===== src/rtl/core/radix_digit_emitter_core_assert.svh =====
// Assertion macros shared by the radix digit emitter RTL.
// The using module must have a clock named clk and an active-low reset named arst_n.
`ifndef RADIX_DIGIT_EMITTER_CORE_ASSERT_SVH
`define RADIX_DIGIT_EMITTER_CORE_ASSERT_SVH

// Same-cycle implication, checked outside reset.
`define RDE_ASSERT_IMP(lbl, ante, cons, msg) \
	lbl: assert property (@(posedge clk) disable iff (!arst_n) (ante) |-> (cons)) \
		else $error(msg);

// Next-cycle implication, checked outside reset.
`define RDE_ASSERT_NEXT(lbl, ante, cons, msg) \
	lbl: assert property (@(posedge clk) disable iff (!arst_n) (ante) |=> (cons)) \
		else $error(msg);

`endif


===== src/rtl/core/rde_pkg.sv =====
// Package for the radix digit emitter: widths, character codes, register
// indexes, sequencer states and the reciprocal table. No dependencies.
package rde_pkg;

	localparam int VALUE_W          = 32;
	localparam int CHAR_W           = 8;
	localparam int BASE_W           = 5;
	localparam int CFG_DATA_W       = 64;
	localparam int CFG_IDX_W        = 2;
	localparam int DEFAULT_MAX_BASE = 16;
	localparam int SYMS_PER_REG     = CFG_DATA_W / CHAR_W;
	localparam int DIGIT_MAX        = 32;
	localparam int CNT_W            = $clog2(DIGIT_MAX + 1);
	localparam int STACK_IDX_W      = $clog2(DIGIT_MAX);
	localparam int MIN_BASE         = 2;

	localparam logic [CHAR_W-1:0] CH_PLUS  = 8'h2B;
	localparam logic [CHAR_W-1:0] CH_MINUS = 8'h2D;

	localparam logic [CFG_IDX_W-1:0] CFG_BASE_SIZE    = 2'd0;
	localparam logic [CFG_IDX_W-1:0] CFG_SYMBOLS_LOW  = 2'd1;
	localparam logic [CFG_IDX_W-1:0] CFG_SYMBOLS_HIGH = 2'd2;

	typedef enum logic [2:0] {
		ST_IDLE,
		ST_CHECK,
		ST_MUL,
		ST_CORR,
		ST_SIGN,
		ST_EMIT
	} rde_state_t;

	// floor(2^32 / d). The quotient estimate (mag * recip) >> 32 is either
	// exact or one short, so a single correction step fixes it.
	function automatic logic [VALUE_W-1:0] recip_of(input logic [BASE_W-1:0] d);
		logic [VALUE_W-1:0] r;
		case (d)
			5'd2:    r = 32'h8000_0000;
			5'd3:    r = 32'h5555_5555;
			5'd4:    r = 32'h4000_0000;
			5'd5:    r = 32'h3333_3333;
			5'd6:    r = 32'h2AAA_AAAA;
			5'd7:    r = 32'h2492_4924;
			5'd8:    r = 32'h2000_0000;
			5'd9:    r = 32'h1C71_C71C;
			5'd10:   r = 32'h1999_9999;
			5'd11:   r = 32'h1745_D174;
			5'd12:   r = 32'h1555_5555;
			5'd13:   r = 32'h13B1_3B13;
			5'd14:   r = 32'h1249_2492;
			5'd15:   r = 32'h1111_1111;
			5'd16:   r = 32'h1000_0000;
			default: r = '0;
		endcase
		return r;
	endfunction

endpackage


===== src/rtl/core/radix_digit_emitter_core.sv =====
// Radix digit emitter top level: renders a signed 32-bit word in a configured base.
// Depends on rde_pkg, rde_alpha_check and radix_digit_emitter_core_assert.svh.
//
// Channel   Direction  Handshake            Payload
// -------   ---------  -------------------  ----------------------
// in        sink       in_valid/in_ready    value (32b signed)
// out       source     out_valid/out_ready  character (8b), last (1b)
// cfg       sink       cfg_wen              cfg_index (2b), cfg_data (64b)
//
// One input word is accepted and its alphabet checked, then each digit passes through
// the shared reciprocal divider (multiply, then correct), and the characters are
// emitted most significant digit first, with a leading minus sign for a negative value.
// in_ready is high only while the sequencer is idle; the output register lets the
// block take the next word while the final character still waits for out_ready.
// Reset clears the configuration registers, the sequencer and the output valid flag.
module radix_digit_emitter_core import rde_pkg::*; #(
	parameter int MAX_BASE = DEFAULT_MAX_BASE
) (
	input  logic                        clk,
	input  logic                        arst_n,
	input  logic                        cfg_wen,
	input  logic [CFG_IDX_W-1:0]        cfg_index,
	input  logic [CFG_DATA_W-1:0]       cfg_data,
	input  logic                        in_valid,
	output logic                        in_ready,
	input  logic signed [VALUE_W-1:0]   value,
	output logic                        out_valid,
	input  logic                        out_ready,
	output logic [CHAR_W-1:0]           character,
	output logic                        last
);

	`include "radix_digit_emitter_core_assert.svh"

	localparam int DIGIT_W = (MAX_BASE > 2) ? $clog2(MAX_BASE) : 1;

	// Configuration registers.
	logic [BASE_W-1:0]                base_q;
	logic [MAX_BASE-1:0][CHAR_W-1:0]  sym_q;
	logic                             alpha_ok;

	// Sequencer and divider datapath.
	rde_state_t              state_q, state_d;
	logic                    neg_q;
	logic [VALUE_W-1:0]      mag_q;
	logic [VALUE_W-1:0]      recip_q;
	logic [2*VALUE_W-1:0]    prod_q;
	logic [CNT_W-1:0]        cnt_q;
	logic [DIGIT_W-1:0]      stack_q [DIGIT_MAX];

	// Output register.
	logic                    out_valid_q;
	logic [CHAR_W-1:0]       char_q;
	logic                    last_q;

	// Combinational helpers.
	logic [VALUE_W-1:0]      in_mag;
	logic [VALUE_W-1:0]      quot_est;
	logic [2*BASE_W-1:0]     qb_low;
	logic [BASE_W-1:0]       rem_est;
	logic                    rem_over;
	logic [BASE_W-1:0]       digit;
	logic [VALUE_W-1:0]      quot;
	logic [CNT_W-1:0]        top_idx;
	logic                    slot_free;
	logic                    load_out;
	logic [CHAR_W-1:0]       load_char;
	logic                    load_last;

	// Configuration writes. Symbols beyond MAX_BASE are not stored.
	always_ff @(posedge clk or negedge arst_n) begin
		if (!arst_n)
			base_q <= '0;
		else if (cfg_wen && cfg_index == CFG_BASE_SIZE)
			base_q <= cfg_data[BASE_W-1:0];
	end

	for (genvar gi = 0; gi < MAX_BASE; gi++) begin : g_sym
		localparam logic [CFG_IDX_W-1:0] GrpIdx =
			(gi < SYMS_PER_REG) ? CFG_SYMBOLS_LOW : CFG_SYMBOLS_HIGH;
		localparam int ByteLo = CHAR_W * (gi % SYMS_PER_REG);
		always_ff @(posedge clk or negedge arst_n) begin
			if (!arst_n)
				sym_q[gi] <= '0;
			else if (cfg_wen && cfg_index == GrpIdx)
				sym_q[gi] <= cfg_data[ByteLo +: CHAR_W];
		end
	end

	rde_alpha_check #(
		.MAX_BASE (MAX_BASE)
	) u_alpha_check (
		.clk       (clk),
		.arst_n    (arst_n),
		.base_size (base_q),
		.syms      (sym_q),
		.ok        (alpha_ok)
	);

	// The magnitude is taken in unsigned arithmetic so the minimum integer works.
	assign in_mag = value[VALUE_W-1] ? (VALUE_W'(0) - VALUE_W'(unsigned'(value)))
	                                 : VALUE_W'(unsigned'(value));

	// Correction step of the divider. The estimate is at most one short, so the
	// true remainder is below twice the base and fits in the low five bits;
	// only those bits of the product estimate * base are needed.
	assign quot_est = prod_q[2*VALUE_W-1:VALUE_W];
	assign qb_low   = (2*BASE_W)'(quot_est[BASE_W-1:0]) * (2*BASE_W)'(base_q);
	assign rem_est  = mag_q[BASE_W-1:0] - qb_low[BASE_W-1:0];
	assign rem_over = (rem_est >= base_q);
	assign digit    = rem_over ? (rem_est - base_q) : rem_est;
	assign quot     = quot_est + VALUE_W'(rem_over);

	assign top_idx   = cnt_q - CNT_W'(1);
	assign slot_free = !out_valid_q || out_ready;

	// Next state and output load control.
	always_comb begin
		state_d   = state_q;
		load_out  = 1'b0;
		load_char = CH_MINUS;
		load_last = 1'b0;
		case (state_q)
			ST_IDLE: begin
				if (in_valid)
					state_d = ST_CHECK;
			end
			ST_CHECK: begin
				state_d = alpha_ok ? ST_MUL : ST_IDLE;
			end
			ST_MUL: begin
				state_d = ST_CORR;
			end
			ST_CORR: begin
				if (quot == '0 || cnt_q == CNT_W'(DIGIT_MAX - 1))
					state_d = neg_q ? ST_SIGN : ST_EMIT;
				else
					state_d = ST_MUL;
			end
			ST_SIGN: begin
				if (slot_free) begin
					load_out = 1'b1;
					state_d  = ST_EMIT;
				end
			end
			ST_EMIT: begin
				load_char = sym_q[stack_q[top_idx[STACK_IDX_W-1:0]]];
				load_last = (cnt_q == CNT_W'(1));
				if (slot_free) begin
					load_out = 1'b1;
					if (load_last)
						state_d = ST_IDLE;
				end
			end
			default: begin
				state_d = ST_IDLE;
			end
		endcase
	end

	always_ff @(posedge clk or negedge arst_n) begin
		if (!arst_n)
			state_q <= ST_IDLE;
		else
			state_q <= state_d;
	end

	// Digit count: grows while dividing, shrinks while emitting.
	always_ff @(posedge clk or negedge arst_n) begin
		if (!arst_n)
			cnt_q <= '0;
		else if (state_q == ST_IDLE)
			cnt_q <= '0;
		else if (state_q == ST_CORR)
			cnt_q <= cnt_q + CNT_W'(1);
		else if (state_q == ST_EMIT && slot_free)
			cnt_q <= top_idx;
	end

	// Divider datapath. The reciprocal is picked up once per word from the
	// base register, then each digit takes a multiply step and a correct step.
	always_ff @(posedge clk) begin
		if (state_q == ST_IDLE && in_valid) begin
			neg_q <= value[VALUE_W-1];
			mag_q <= in_mag;
		end
		if (state_q == ST_CHECK)
			recip_q <= recip_of(base_q);
		if (state_q == ST_MUL)
			prod_q <= (2*VALUE_W)'(mag_q) * (2*VALUE_W)'(recip_q);
		if (state_q == ST_CORR) begin
			mag_q <= quot;
			stack_q[cnt_q[STACK_IDX_W-1:0]] <= digit[DIGIT_W-1:0];
		end
	end

	// Output register.
	always_ff @(posedge clk or negedge arst_n) begin
		if (!arst_n)
			out_valid_q <= 1'b0;
		else if (load_out)
			out_valid_q <= 1'b1;
		else if (out_ready)
			out_valid_q <= 1'b0;
	end

	always_ff @(posedge clk) begin
		if (load_out) begin
			char_q <= load_char;
			last_q <= load_last;
		end
	end

	assign in_ready  = (state_q == ST_IDLE);
	assign out_valid = out_valid_q;
	assign character = char_q;
	assign last      = last_q;

	// An accepted word always goes to the alphabet check next.
	`RDE_ASSERT_NEXT(a_accept_to_check, in_valid && in_ready, state_q == ST_CHECK, "accepted word did not enter check")
	// The correction step must leave a digit below the base.
	`RDE_ASSERT_IMP(a_digit_in_range, state_q == ST_CORR, digit < base_q, "divider digit not below base")
	// Emission never runs with an empty digit stack.
	`RDE_ASSERT_IMP(a_emit_nonempty, state_q == ST_EMIT || state_q == ST_SIGN, cnt_q != '0, "emit with no digits")
	// The digit count never exceeds the stack depth.
	`RDE_ASSERT_IMP(a_cnt_bound, 1'b1, cnt_q <= CNT_W'(DIGIT_MAX), "digit count overflow")

endmodule


===== src/rtl/core/rde_alpha_check.sv =====
// Registered validity check of the configured alphabet and base size.
// Depends on rde_pkg.
module rde_alpha_check import rde_pkg::*; #(
	parameter int MAX_BASE = DEFAULT_MAX_BASE
) (
	input  logic                             clk,
	input  logic                             arst_n,
	input  logic [BASE_W-1:0]                base_size,
	input  logic [MAX_BASE-1:0][CHAR_W-1:0]  syms,
	output logic                             ok
);

	logic bad;
	logic ok_q;

	// Every pair among the active symbols is compared; sign characters are
	// rejected in every active position.
	always_comb begin
		bad = (base_size < BASE_W'(MIN_BASE)) || (base_size > BASE_W'(MAX_BASE));
		for (int i = 0; i < MAX_BASE; i++) begin
			if (BASE_W'(i) < base_size) begin
				if (syms[i] == CH_PLUS || syms[i] == CH_MINUS)
					bad = 1'b1;
				for (int j = i + 1; j < MAX_BASE; j++) begin
					if (BASE_W'(j) < base_size && syms[i] == syms[j])
						bad = 1'b1;
				end
			end
		end
	end

	always_ff @(posedge clk or negedge arst_n) begin
		if (!arst_n)
			ok_q <= 1'b0;
		else
			ok_q <= !bad;
	end

	assign ok = ok_q;

endmodule

===== config.mk =====
export PLATFORM = sky130hd
export DESIGN_NAME = radix_digit_emitter_core
export DESIGN_NICKNAME = d
export VERILOG_FILES = /design/src/rtl/core/rde_pkg.sv /design/src/rtl/core/radix_digit_emitter_core.sv /design/src/rtl/core/rde_alpha_check.sv
export VERILOG_INCLUDE_DIRS = /design/src /design/src/rtl/core
export SDC_FILE = /design/constraint.sdc
export NUM_CORES = 2
export LEC_CHECK = 0
export ABC_CLOCK_PERIOD_IN_PS = 10800
export CAP_MARGIN = 25
export CORE_ASPECT_RATIO = 1.5
export CORE_MARGIN = 2
export CORE_UTILIZATION = 35
export CTS_CLUSTER_DIAMETER = 40
export DETAILED_ROUTE_END_ITERATION = 10
export DONT_BUFFER_PORTS = 1
export GPL_TIMING_DRIVEN = 0
export SYNTH_ARGS = -nofsm -noshare
export SYNTH_HDL_FRONTEND = slang
export SYNTH_SLANG_ARGS = --single-unit

===== constraint.sdc =====
create_clock -name clk -period 10.8 [get_ports clk]
set_input_delay 1.08 -clock clk [delete_from_list [all_inputs] [get_ports clk]]
set_output_delay 1.08 -clock clk [all_outputs]
set_load 0.005 [all_outputs]

==> impl_metrics.tcl <==
set metrics [dict create \
    grt_usage_pct 33.1 \
    grt_max_degree 145 \
    crit_fanout 10 \
    synthDistinctLibCells 83 \
    drt_first_pass_iters 6 \
    maxSlewHeadroom_pct 16.8 \
    layout.cells.non_filler 8847 \
    ios 114 \
    tritoncts "done" \
    core_area_um2 173000 \
    synth_nets 7604 \
    avgSynthCellArea_um2 9.61 \
    route.detailed.drc 0 \
    grt_pass1_wl_um 406000 \
    dr_total_vias 50100 \
    hpwlAfterDp_um 236000 \
    maxSlewViolCount 0 \
    tightest_slew_ns 1.25 \
    numCtsBuffers 48 \
    start_util_pct 35.2 \
    r2r_setup_slack_ns 0.43 \
    drtIter0Drc 4574 \
    cp-end-kind "flip-flop" \
    layout-drive-gt1-share_pct 7.77 \
    clkLatencyLatePin_ns 0.66 \
    cts_root_buf "clkbuf_16" \
    post_cts_buffers 0 \
    fin_crit_ns 10.37 \
    ant_nets 0 \
    path_clk_slew_ns 0.07 \
    clock_path_buffers 3 \
    ys_warn_count 0 \
    synth_top_area_cell "fa_1" \
    drv_cap 0 \
    fin_skew_ns 0.0265 \
    synthTopCellsByArea "fa_1, xnor2_1, edfxtp_1" \
    nets 7809 \
    report.final.setup_viol 0 \
    die-area_um2 177000 \
    vias_per_cell 5.67 \
    max_freq_mhz 96.5 \
    critPathLaunchType "flip-flop" \
    wire_per_inst_um 33.0 \
    synth_top_area_share_pct 29.6 \
    ys_ff_latch 368 \
    synth_enable_flop_cells 224 \
    h-tree-depth 2 \
    worst_path_largest_cell_delay_ns 0.78 \
    cts_sinks 368 \
    yosysSeqAreaShare_pct 17.0 \
    wl_um 292000 \
    fin_crit_sh_pct 96.0 \
    cp_data_arrival_time_ns 10.78 \
    crit_path_top_delay_cell "clkbuf_1" \
    area_growth_pct 11.5 \
    status "completed" \
    cp.required_ns 11.21 \
    fillers 17400 \
    grt_pass1_vias 52900 \
    port_buffers 0 \
    async_flop_share_pct 39.1 \
    finalHoldViolCount 0 \
    antenna_found_initial 26 \
    hold_path_class "in2async" \
    cp_common_cell "fa_1" \
    synthCells 6319 \
    gr-total-overflow 0 \
    die_y_um 514 \
    ys.flop_type "edfxtp_1" \
    placementRows 187 \
    rsz0062_at_grt "false" \
    place_inst 8722 \
    yosysMostFrequentCell "inv_1" \
    synth.cell_area_um2 60800 \
    die_x_um 344 \
    gp_congestion 1.06 \
    path_class "reg2reg" \
    synth_commonest_cells "inv_1, fa_1, xnor2_1" \
]
registers in the layout, indices dropped and copies added, names as in the netlist, 5 cells and up:
register and cells:
prod_q 32, mag_q 32, cnt_q 6, sym_q 128, stack_q 128, base_q 5, recip_q 22, character 8
cell type report:
class                      instances  area, um2  share of cell area (%)
multi-input combinational       4459      44800                    66.1
tap                             2268       2840                    4.19
clock inverter                    34        420                   0.621
inverter                        1012       3800                    5.61
clock buffer                      54       1250                    1.85
timing repair buffer             155       2310                    3.41
buffer                           480       1970                    2.91
antenna                           17       42.5                  0.0628
sequential                       368      10300                    15.3
worst paths after layout:
check | startpoint | end | cells past startpoint
worst min register to register | state_q[2] | state_q[1] | 1
min in group clk | state_q[2] | state_q[1] | 1
max in group asynchronous | arst_n | cnt_q[3] | 0
worst min-delay path | arst_n | sym_q[96] | 0
worst max register to register | recip_q[20] | prod_q[56] | 28
worst max-delay path | recip_q[20] | prod_q[56] | 28
timing repair:
action	CTS	global route
setup endpoints to repair	0	1
hold buffers	0	0
gates resized for setup	0	1
metrics by stage:
stage	util (%)	setup TNS [ns]	hold slack, ns	cell area, um2	worst slack [ns]
floorplan	-	0	0.462	60800	3.35
global route	39.2	0	0.114	67700	0.0572
finish	39.2	0	0.124	67700	0.432
global placement	36.8	-10.90	0.491	63600	-1.02
CTS	39.0	0	0.100	67400	0.525
detailed placement	38.1	0	0.518	65700	0.561
critical path: cells and delay by family, from the launching register on:
family | cells | cell delay [ns]
AND/OR/NAND/NOR | 4 | 1.26
adder cells (fa/ha/maj) | 9 | 4.74
buffers and inverters | 9 | 1.53
flip-flops | 1 | 0.71
AO/OA/AOI/OAI | 5 | 1.75
multiplexers | 1 | 0.10
kinds of logic (layout without fill, tap and decap cells):
family	Yosys count	count (layout)	share of synthesized area, %
simple gates	1518	1518	12.7
buf+inv	1492	1735	9.48
fa+ha+maj	1182	1182	35.5
xor+xnor	1092	1092	15.8
compound gates	442	442	4.68
flops	368	368	17.0
mux	225	225	4.89
other cells	0	17	0
layer usage:
| metal | global-route usage, % | vias up | share of wire (%) |
|---|---|---|---|
| met5 | 0 | - | 0.031 |
| met1 | 33.4 | 25200 | 32 |
| met3 | 7.51 | 1486 | 8.0 |
| met4 | 37.6 | 12 | 15 |
| met2 | 53.1 | 3020 | 46 |
| li1 | - | 20500 | - |
placed cells by master (no fill, tap or decap), types with 11 or more instances in the layout:
master / count
a211oi_1: 40
a21o_1: 36
a21oi_1: 108
a31oi_1: 49
and2_1: 258
and3_1: 15
buf_1: 104
buf_2: 53
buf_4: 11
buf_6: 18
buf_8: 128
clkbuf_1: 314
clkbuf_16: 49
dfrtp_1: 144
diode_2: 17
edfxtp_1: 224
fa_1: 899
ha_1: 283
inv_1: 1011
mux2_2: 130
mux2i_1: 50
mux4_2: 36
nand2_1: 581
nand3_1: 50
nand4_1: 186
nand4b_1: 16
nor2_1: 116
nor2b_1: 32
nor3_1: 78
nor4_1: 107
o21a_1: 12
o21ai_0: 75
or3_1: 14
xnor2_1: 772
xor2_1: 318
Power is not shown: default switching activity piles up to over one toggle a cycle in this logic, so the estimate is an artifact.
